File: src/design/sef_pkg.sv
// shared types and constants for the singleton element filter
package sef_pkg;

    localparam int MAX_ELEMENTS = 64;
    localparam int VALUE_W      = 32;

    // one result request from the sequencer to the output register
    typedef struct packed {
        logic                      valid;
        logic signed [VALUE_W-1:0] value;
        logic                      found;
        logic                      run_end;
        logic                      overflowed;
    } sef_result_t;

endpackage

File: src/design/singleton_element_filter_unit.sv
// top level of the singleton element filter
// Values are loaded one per cycle while s_axis_tready is high; items past
// MAX_ELEMENTS are dropped and flag the run as overflowed. After the tlast
// item the block stops taking input and, for each of the n stored values,
// reads the buffer through its single read port and compares every entry
// with one comparator, and output stalls can hold it up. Values occurring
// once leave in input order; a run without one gives a single result with
// found clear.
module singleton_element_filter_unit #(
    parameter int MAX_ELEMENTS = sef_pkg::MAX_ELEMENTS
) (
    input  logic        clk,
    input  logic        rst_n,
    input  logic        s_axis_tvalid,
    output logic        s_axis_tready,
    input  logic [31:0] s_axis_tdata,   // value
    input  logic        s_axis_tlast,   // is_final
    output logic        m_axis_tvalid,
    input  logic        m_axis_tready,
    output logic [31:0] m_axis_tdata,   // unique_value
    output logic [1:0]  m_axis_tuser,   // {overflowed, found}
    output logic        m_axis_tlast    // run_end
);

    localparam int ADDR_W = (MAX_ELEMENTS > 1) ? $clog2(MAX_ELEMENTS) : 1;
    localparam int CNT_W  = $clog2(MAX_ELEMENTS + 1);

    logic                               mem_we;
    logic [ADDR_W-1:0]                  mem_waddr;
    logic signed [sef_pkg::VALUE_W-1:0] mem_wdata;
    logic [ADDR_W-1:0]                  mem_raddr;
    logic signed [sef_pkg::VALUE_W-1:0] mem_rdata;
    sef_pkg::sef_result_t               push;
    logic                               push_ready;
    logic signed [sef_pkg::VALUE_W-1:0] out_value;
    logic                               out_found;
    logic                               out_overflowed;

    sef_store #(
        .DEPTH  (MAX_ELEMENTS),
        .ADDR_W (ADDR_W)
    ) u_store (
        .clk   (clk),
        .we    (mem_we),
        .waddr (mem_waddr),
        .wdata (mem_wdata),
        .raddr (mem_raddr),
        .rdata (mem_rdata)
    );

    sef_ctrl #(
        .MAX_ELEMENTS (MAX_ELEMENTS),
        .ADDR_W       (ADDR_W),
        .CNT_W        (CNT_W)
    ) u_ctrl (
        .clk        (clk),
        .rst_n      (rst_n),
        .in_valid   (s_axis_tvalid),
        .in_ready   (s_axis_tready),
        .in_value   (s_axis_tdata),
        .in_last    (s_axis_tlast),
        .mem_we     (mem_we),
        .mem_waddr  (mem_waddr),
        .mem_wdata  (mem_wdata),
        .mem_raddr  (mem_raddr),
        .mem_rdata  (mem_rdata),
        .push       (push),
        .push_ready (push_ready)
    );

    sef_out u_out (
        .clk            (clk),
        .rst_n          (rst_n),
        .push           (push),
        .push_ready     (push_ready),
        .out_valid      (m_axis_tvalid),
        .out_ready      (m_axis_tready),
        .out_value      (out_value),
        .out_found      (out_found),
        .out_run_end    (m_axis_tlast),
        .out_overflowed (out_overflowed)
    );

    assign m_axis_tdata = out_value;
    assign m_axis_tuser = {out_overflowed, out_found};

endmodule

File: src/design/sef_store.sv
// element buffer: one write port, one registered read port
module sef_store #(
    parameter int DEPTH  = sef_pkg::MAX_ELEMENTS,
    parameter int ADDR_W = 6
) (
    input  logic                              clk,
    input  logic                              we,
    input  logic [ADDR_W-1:0]                 waddr,
    input  logic signed [sef_pkg::VALUE_W-1:0] wdata,
    input  logic [ADDR_W-1:0]                 raddr,
    output logic signed [sef_pkg::VALUE_W-1:0] rdata
);

    logic signed [sef_pkg::VALUE_W-1:0] mem [DEPTH];
    logic signed [sef_pkg::VALUE_W-1:0] rdata_reg;

    always_ff @(posedge clk)
    begin
        if (we)
        begin
            mem[waddr] <= wdata;
        end
        rdata_reg <= mem[raddr];
    end

    assign rdata = rdata_reg;

endmodule

File: src/design/sef_ctrl.sv
// sequencer: loads the buffer, then counts matches with one shared comparator
module sef_ctrl #(
    parameter int MAX_ELEMENTS = sef_pkg::MAX_ELEMENTS,
    parameter int ADDR_W       = 6,
    parameter int CNT_W        = 7
) (
    input  logic                               clk,
    input  logic                               rst_n,
    input  logic                               in_valid,
    output logic                               in_ready,
    input  logic signed [sef_pkg::VALUE_W-1:0] in_value,
    input  logic                               in_last,
    output logic                               mem_we,
    output logic [ADDR_W-1:0]                  mem_waddr,
    output logic signed [sef_pkg::VALUE_W-1:0] mem_wdata,
    output logic [ADDR_W-1:0]                  mem_raddr,
    input  logic signed [sef_pkg::VALUE_W-1:0] mem_rdata,
    output sef_pkg::sef_result_t               push,
    input  logic                               push_ready
);

    localparam logic [2:0] ST_IDLE   = 3'd0;
    localparam logic [2:0] ST_FETCH  = 3'd1;
    localparam logic [2:0] ST_GRAB   = 3'd2;
    localparam logic [2:0] ST_SCAN   = 3'd3;
    localparam logic [2:0] ST_DECIDE = 3'd4;
    localparam logic [2:0] ST_FINISH = 3'd5;

    localparam logic [1:0] HITS_ONE  = 2'd1;
    localparam logic [1:0] HITS_MANY = 2'd2;

    localparam logic [CNT_W-1:0] DEPTH_CNT = CNT_W'(MAX_ELEMENTS);

    logic [2:0]                         state_reg, state_next;
    logic [CNT_W-1:0]                   count_reg, count_next;
    logic                               ovf_reg, ovf_next;
    logic [CNT_W-1:0]                   j_reg, j_next;
    logic [CNT_W-1:0]                   i_reg, i_next;
    logic                               pv_reg, pv_next;
    logic [1:0]                         hits_reg, hits_next;
    logic signed [sef_pkg::VALUE_W-1:0] vj_reg, vj_next;
    logic                               pend_valid_reg, pend_valid_next;
    logic signed [sef_pkg::VALUE_W-1:0] pend_value_reg, pend_value_next;
    logic [CNT_W-1:0]                   j_inc;

    assign in_ready  = (state_reg == ST_IDLE);
    assign mem_waddr = count_reg[ADDR_W-1:0];
    assign mem_wdata = in_value;
    assign j_inc     = j_reg + CNT_W'(1);

    always_comb
    begin
        state_next      = state_reg;
        count_next      = count_reg;
        ovf_next        = ovf_reg;
        j_next          = j_reg;
        i_next          = i_reg;
        pv_next         = pv_reg;
        hits_next       = hits_reg;
        vj_next         = vj_reg;
        pend_valid_next = pend_valid_reg;
        pend_value_next = pend_value_reg;
        mem_we          = 1'b0;
        mem_raddr       = '0;
        push            = '0;

        unique case (state_reg)
            ST_IDLE:
            begin
                if (in_valid)
                begin
                    if (count_reg < DEPTH_CNT)
                    begin
                        mem_we     = 1'b1;
                        count_next = count_reg + CNT_W'(1);
                    end
                    else
                    begin
                        ovf_next = 1'b1;
                    end
                    if (in_last)
                    begin
                        j_next     = '0;
                        state_next = ST_FETCH;
                    end
                end
            end
            ST_FETCH:
            begin
                mem_raddr  = j_reg[ADDR_W-1:0];
                state_next = ST_GRAB;
            end
            ST_GRAB:
            begin
                vj_next    = mem_rdata;
                mem_raddr  = '0;
                i_next     = CNT_W'(1);
                pv_next    = 1'b1;
                hits_next  = '0;
                state_next = ST_SCAN;
            end
            ST_SCAN:
            begin
                if (pv_reg)
                begin
                    // hit count saturates: two or more means not a singleton
                    if (mem_rdata == vj_reg && hits_reg != HITS_MANY)
                    begin
                        hits_next = hits_reg + 2'd1;
                    end
                    if (i_reg < count_reg)
                    begin
                        mem_raddr = i_reg[ADDR_W-1:0];
                        i_next    = i_reg + CNT_W'(1);
                    end
                    else
                    begin
                        pv_next = 1'b0;
                    end
                end
                else
                begin
                    state_next = ST_DECIDE;
                end
            end
            ST_DECIDE:
            begin
                // a held singleton leaves only once the next one shows it was not last
                if (hits_reg != HITS_ONE || !pend_valid_reg || push_ready)
                begin
                    if (hits_reg == HITS_ONE)
                    begin
                        if (pend_valid_reg)
                        begin
                            push.valid      = 1'b1;
                            push.value      = pend_value_reg;
                            push.found      = 1'b1;
                            push.run_end    = 1'b0;
                            push.overflowed = ovf_reg;
                        end
                        pend_valid_next = 1'b1;
                        pend_value_next = vj_reg;
                    end
                    j_next     = j_inc;
                    state_next = (j_inc == count_reg) ? ST_FINISH : ST_FETCH;
                end
            end
            ST_FINISH:
            begin
                if (push_ready)
                begin
                    push.valid      = 1'b1;
                    push.value      = pend_valid_reg ? pend_value_reg : '0;
                    push.found      = pend_valid_reg;
                    push.run_end    = 1'b1;
                    push.overflowed = ovf_reg;
                    pend_valid_next = 1'b0;
                    count_next      = '0;
                    ovf_next        = 1'b0;
                    state_next      = ST_IDLE;
                end
            end
            default:
            begin
                state_next = ST_IDLE;
            end
        endcase
    end

    always_ff @(posedge clk or negedge rst_n)
    begin
        if (!rst_n)
        begin
            state_reg      <= ST_IDLE;
            count_reg      <= '0;
            ovf_reg        <= 1'b0;
            pv_reg         <= 1'b0;
            pend_valid_reg <= 1'b0;
        end
        else
        begin
            state_reg      <= state_next;
            count_reg      <= count_next;
            ovf_reg        <= ovf_next;
            pv_reg         <= pv_next;
            pend_valid_reg <= pend_valid_next;
        end
    end

    always_ff @(posedge clk)
    begin
        j_reg          <= j_next;
        i_reg          <= i_next;
        hits_reg       <= hits_next;
        vj_reg         <= vj_next;
        pend_value_reg <= pend_value_next;
    end

endmodule

File: src/design/sef_out.sv
// output register for result requests
module sef_out (
    input  logic                               clk,
    input  logic                               rst_n,
    input  sef_pkg::sef_result_t               push,
    output logic                               push_ready,
    output logic                               out_valid,
    input  logic                               out_ready,
    output logic signed [sef_pkg::VALUE_W-1:0] out_value,
    output logic                               out_found,
    output logic                               out_run_end,
    output logic                               out_overflowed
);

    logic                               valid_reg;
    logic signed [sef_pkg::VALUE_W-1:0] value_reg;
    logic                               found_reg;
    logic                               run_end_reg;
    logic                               ovf_reg;

    assign push_ready = !valid_reg || out_ready;

    always_ff @(posedge clk or negedge rst_n)
    begin
        if (!rst_n)
        begin
            valid_reg <= 1'b0;
        end
        else if (push.valid)
        begin
            valid_reg <= 1'b1;
        end
        else if (out_ready)
        begin
            valid_reg <= 1'b0;
        end
    end

    always_ff @(posedge clk)
    begin
        if (push.valid)
        begin
            value_reg   <= push.value;
            found_reg   <= push.found;
            run_end_reg <= push.run_end;
            ovf_reg     <= push.overflowed;
        end
    end

    assign out_valid      = valid_reg;
    assign out_value      = value_reg;
    assign out_found      = found_reg;
    assign out_run_end    = run_end_reg;
    assign out_overflowed = ovf_reg;

endmodule

File: config.mk
export PLATFORM = sky130hd
export DESIGN_NAME = singleton_element_filter_unit
export DESIGN_NICKNAME = d
export VERILOG_FILES = /design/src/design/sef_pkg.sv /design/src/design/singleton_element_filter_unit.sv /design/src/design/sef_store.sv /design/src/design/sef_ctrl.sv /design/src/design/sef_out.sv
export SDC_FILE = /design/constraint.sdc
export NUM_CORES = 2
export LEC_CHECK = 0
export ABC_CLOCK_PERIOD_IN_PS = 6850
export BUFFER_PORTS_ARGS = -buffer_cell sky130_fd_sc_hd__buf_2
export CAP_MARGIN = 20
export CORE_MARGIN = 2
export CORE_UTILIZATION = 48
export DETAILED_ROUTE_END_ITERATION = 10
export GPL_TIMING_DRIVEN = 0
export PLACE_DENSITY_LB_ADDON = 0.12
export SYNTH_ARGS = -nofsm -noshare
export SYNTH_HDL_FRONTEND = slang
export SYNTH_SLANG_ARGS = --single-unit
File: constraint.sdc
create_clock -name clk -period 6.85 [get_ports clk]
set_input_delay 0.3425 -clock clk [delete_from_list [all_inputs] [get_ports clk]]
set_output_delay 0.3425 -clock clk [all_outputs]
set_load 0.02 [all_outputs]
; ---- After elaboration in Yosys (flattened, before gate mapping)
; Memory sizes are Yosys's and may differ from the RTL's. A register that Yosys moved wholly into a read port is not among the register bits.
; Cells that the tools add are included.
[op_classes]
addsub = 4
magnitude_cmp = 2
n_eq_ne = 21
mux = 47
reduce_logical = 20
[op_table]
columns = cell, count
row1 = two-way mux 36 bit, 4
row2 = one-hot mux 36 bit (2 select lines), 1
row3 = two-way mux 7 bit, 8
row4 = one-hot mux 7 bit (2 select lines), 3
row5 = equality test 32 bit, 1
row6 = two-way mux 32 bit, 1
row7 = adder 7 x 1 -> 7 bit (second input constant), 3
row8 = two-way mux 3 bit, 6
row9 = inequality test 2 x 1 -> 1 bit (second input constant), 9
row10 = one-hot mux 3 bit (6 select lines), 1
row11 = AND reduction 4 bit, 4
row12 = two-way mux 1 bit, 14
row13 = two-way mux 6 bit, 2
row14 = one-hot mux 6 bit (2 select lines), 1
row15 = nonzero test 2 bit, 5
row16 = AND reduction 3 bit, 3
row17 = inequality test 2 bit (second input constant), 4
row18 = equality test 7 bit, 1
row19 = < comparator 7 bit, 1
row20 = < comparator 7 bit (second input constant), 1
row21 = equality test 3 x 2 -> 1 bit (second input constant), 2
row22 = equality test 3 bit (second input constant), 2
row23 = one-hot mux 1 bit (2 select lines), 3
row24 = AND reduction 5 bit, 1
row25 = 9 further kinds, 13
[totals]
ff_bits = 129
ramBits = 2048
in_bits = 37
out_inout_bits = 37
elab_cells = 110
memories = 1
[mem_list]
columns = name, words, word_bits, read_ports, rd_ports_with_merged_regs, write_ports, line_no
row1 = u_store.mem, 64, 32, 1, 1, 1, sef_store.sv:14  ; logic signed [sef_pkg::VALUE_W-1:0] mem [DEPTH];

; ---- Longest topological paths before layout
[depth]
depth_word = 6
mapped_depth = 18
ltp_nobuf = 11

; ---- By module
; From an unflattened synthesis, not the netlist that was laid out.
[unflattened]
hier_cells = 3727
area_unflattened_um2 = 84185.7
[modules_own_cells]
columns = mod, n_inst, cells_each, area_each_um2, seq_area_each_um2
row1 = sef_store, 1, 3324, 78515.3, 62139.6
row2 = sef_ctrl, 1, 363, 4556.9, 2727.6
row3 = sef_out, 1, 38, 1098.6, 1076.0
row4 = singleton_element_filter_unit, 1, 2, 15.0, 0.0

; ---- Least setup slack after synthesis
; OpenSTA, ideal clock, no wires.
[synth_timing]
path_kind = register to register
startpoint = register u_ctrl.count_reg[5]
endpoint = register u_store.rdata_reg, in the netlist u_store.rdata[23], read port of u_store.mem
setup_time_ns = 0.115
arrival_time_ns = 3.562
t_required_ns = 6.735
path_slack_ns = 3.172
path_stages_with_launch = 15
path_buffers = 4
synth_period_minus_slack_ns = 3.678
path_cell_list = dfrtp_1 > clkbuf_1 > inv_1 > ha_1 > and2_1 > and3_1 > clkbuf_1 > a221o_1 > nand2_1 > buf_2 > clkbuf_1 > mux4_2 > a2111oi_0 > nand3_1 > and3_1
[synth_between]
elab_chain_len = 4
[synth_rtl]
columns = element, line_no
row1 = start: declaration, sef_ctrl.sv:35  ; logic [CNT_W-1:0] count_reg, count_next;
row2 = start signal: assignment, sef_ctrl.sv:183  ; count_reg <= count_next;
row3 = < comparator 7 bit, sef_ctrl.sv:111  ; if (i_reg < count_reg)
row4 = two-way mux 6 bit, sef_ctrl.sv:111
row5 = two-way mux 6 bit, sef_ctrl.sv:104  ; if (pv_reg)
row6 = one-hot mux 6 bit (2 select lines), sef_ctrl.sv:67  ; unique case (state_reg)
row7 = end: declaration, sef_store.sv:15  ; logic signed [sef_pkg::VALUE_W-1:0] rdata_reg;
; Every way passes these cells.
; A chain may end at the register's enable or synchronous reset.

; ---- Final worst setup path
[layout_timing]
startpoint = register u_ctrl.count_reg[5]
endpoint = register u_store.rdata_reg, in the netlist u_store.rdata[30], read port of u_store.mem
; Same word-level chain as after synthesis.

==> reports/results.ini <==
[grt]
grt_pass1_wl_um=345000
grt_start_max_net_pins=65
grt_pass1_vias=44800
grtUsageTotal=0.275
antenna_found_initial=3
overflow=0

[yosys]
syn_nets=4694
yosys.area.top_type=edfxtp_1
synth_top_cells_by_count=edfxtp_1 (2163), nand2_1 (794), mux4_2 (301)
synthCells=4646
synthTopCellsByArea=edfxtp_1 (77%), mux4_2 (8.0%), nand2_1 (3.5%)
yosysSeqAreaShare=0.783
avgSynthCellArea_um2=18.1
synth-seq-cells=2209
yosysWarnings=0
synth_cell_type_count=53
syn_area_mm2=0.0842
async_flop_share=0.00634
ys.flop_type=edfxtp_1
synth_edf_count=2163
synth_top_area_frac=0.771
yosysMostFrequentCell=edfxtp_1

[power_and_ir_drop]
p_leak_nw=30.9
peakVddDrop_uv=292
power.density_mw_per_mm2=356

[critical_path]
cp-start-kind=flip-flop
startpoint=u_ctrl.count_reg[5]$_DFFE_PN0P_
endpoint=u_store.rdata[30]$_DFF_P_
critPathMaxFanout=10
reg2reg_setup_slack_ns=0.20
arrival_ns=7.30
cp.required_ns=7.51
critical_path_class=flip-flop to flip-flop
end_kind=flip-flop
rr_startpoint=u_ctrl.count_reg[5]$_DFFE_PN0P_
r2r_cells=16
r2r-end=u_store.rdata[30]$_DFF_P_

[sta]
period_share=0.970
rsz0062_at_grt=false
hold_viol=0
worst_pin_slew_ns=1.30
relSlewSlack=0.133
slew_violations=0
worst_slack_ns=0.205
fin_crit_ns=6.65
finalSetupViolCount=0
fmax_ghz=0.150
finalSetupTns_ns=0
whs_ns=0.0581
finalClockSkew_ns=0.0264

[route]
wl_per_cell_um=32.5
initialDrtViolationCount=6304
drtAntennaViolNets=0
vias_per_cell=6.12
vias=46500
drc=0
drtPass1Iterations=6
drt_wl_total_um=247000

[finish]
register_area_mm2=0.0659
drive_gt1_frac=0.180
instances_no_fill=7600
nets=5137
multi_input_area_mm2=0.0176
final_core_util=0.559
largest_reg_flops=2048
n_fill_cell=13400
largest_register=u_store.mem
syn_to_final_growth_pct=15.6

[place]
place_inst=7164
port_buffers=73
gp_congestion=0.873
pre_cts_slack_ns=0.467
dp_hpwl_um=169000

[floorplan]
die_h_um=423
initial_core_util=0.484
num_rows=153
io_pins=74
die_w_um=423
core_mm2=0.174
die_area_mm2=0.179

[hold_path]
hold_class=primary input to flip-flop

[clock_tree]
clock_sinks=2209
cts_inserted_buffers=218
cts_setup_buffers=0
clk_pin_slew_ns=0.06
cts_root_buf=clkbuf_16
cts_tree=built
clk_path_buf_depth=3
clkLatencyLatePin_ns=0.86
htreeDepth=4

[run_status]
status=finished clean

[flow_run]
cap_violations=0

## per-layer routing
metal	track usage	routed length (um)	up-vias
met1	0.394	101000	24400
met4	0.106	10100	2
met3	0.0559	23200	401
met5	0	7	-
met2	0.418	113000	2328
li1	-	-	19400
## repair_timing
action	CTS	global route
gates resized for setup	0	0
endpoints found under the setup margin	0	0
hold buffers	23	3
hold endpoints to repair	376	39
## layout by cell type, fill, tap and decap left out, types with 35 or more instances in the layout
cell	count
a21oi_1	208
buf_12	94
and2_1	40
clkinv_2	39
clkbuf_16	221
edfxtp_1	2163
a211oi_1	41
a2111oi_0	48
nand3_1	68
o22ai_1	37
a22o_1	56
nor2_4	67
xnor2_1	41
mux2i_1	94
buf_2	151
nand2_1	794
clkbuf_1	213
mux4_2	301
a32oi_1	66
clkinv_1	51
nor2_1	35
## final cells by class
cell class	count	area share
repair buffers	223	0.0297
well taps	2325	0.0299
plain buffers	263	0.0118
diodes	2	0.0000514
multi-input cells	2162	0.181
clock inverters	117	0.00973
clock buffers	287	0.0602
inverters	12	0.000463
flip-flops and latches	2209	0.677
## report_power, final
part | switching, W | internal (W) | leakage (nW)
clock network | 0.00510 | 0.00642 | 3.32
logic | 0.00497 | 0.00241 | 7.68
registers | 0.000405 | 0.0153 | 19.9
## through the flow
step | total power (W) | area, um2
after floorplan | 0.0199 | 84200
after global placement | 0.0231 | 87500
after detailed placement | 0.0233 | 90200
after CTS | 0.0347 | 97200
after global routing | 0.0357 | 97300
final | 0.0346 | 97400
## cells by family after synthesis
logic type      share of synthesized area
fa+ha+maj                         0.00163
buf+inv                            0.0142
mux                                0.0919
xor+xnor                          0.00551
flops                               0.783
compound gates                     0.0492
simple gates                       0.0546
## worst min-delay path by stage
stage	end	start	slack [ns]	cells after the start
floorplan	u_ctrl.count_reg[0]$_DFFE_PN0P_	rst_n	0.05	0
global placement	u_out.out_valid$_DFFE_PN0P_	rst_n	0.28	1
detailed placement	u_out.out_valid$_DFFE_PN0P_	rst_n	0.28	1
CTS	u_store.mem[4][12]$_DFFE_PP_	s_axis_tdata[12]	0.0002	1
global route	u_store.mem[37][12]$_DFFE_PP_	s_axis_tdata[12]	0.04	1
finish	u_store.mem[45][19]$_DFFE_PP_	s_axis_tdata[19]	0.06	1
## worst max-delay path, stage by stage, from the launching register on
cell	delay, ns
dfrtp_1	0.32
clkbuf_1	0.52
inv_1	0.32
ha_1	0.37
and2_1	0.17
and3_1	0.18
clkbuf_1	0.17
a221o_1	0.44
nand2_1	0.56
buf_2	0.60
buf_2	0.56
buf_1	0.76
nand2_1	0.12
a32oi_1	0.30
a22o_1	0.17
nor2_1	0.04
nor4_1	0.81
Note: power is estimated with default switching activity, not from simulation.
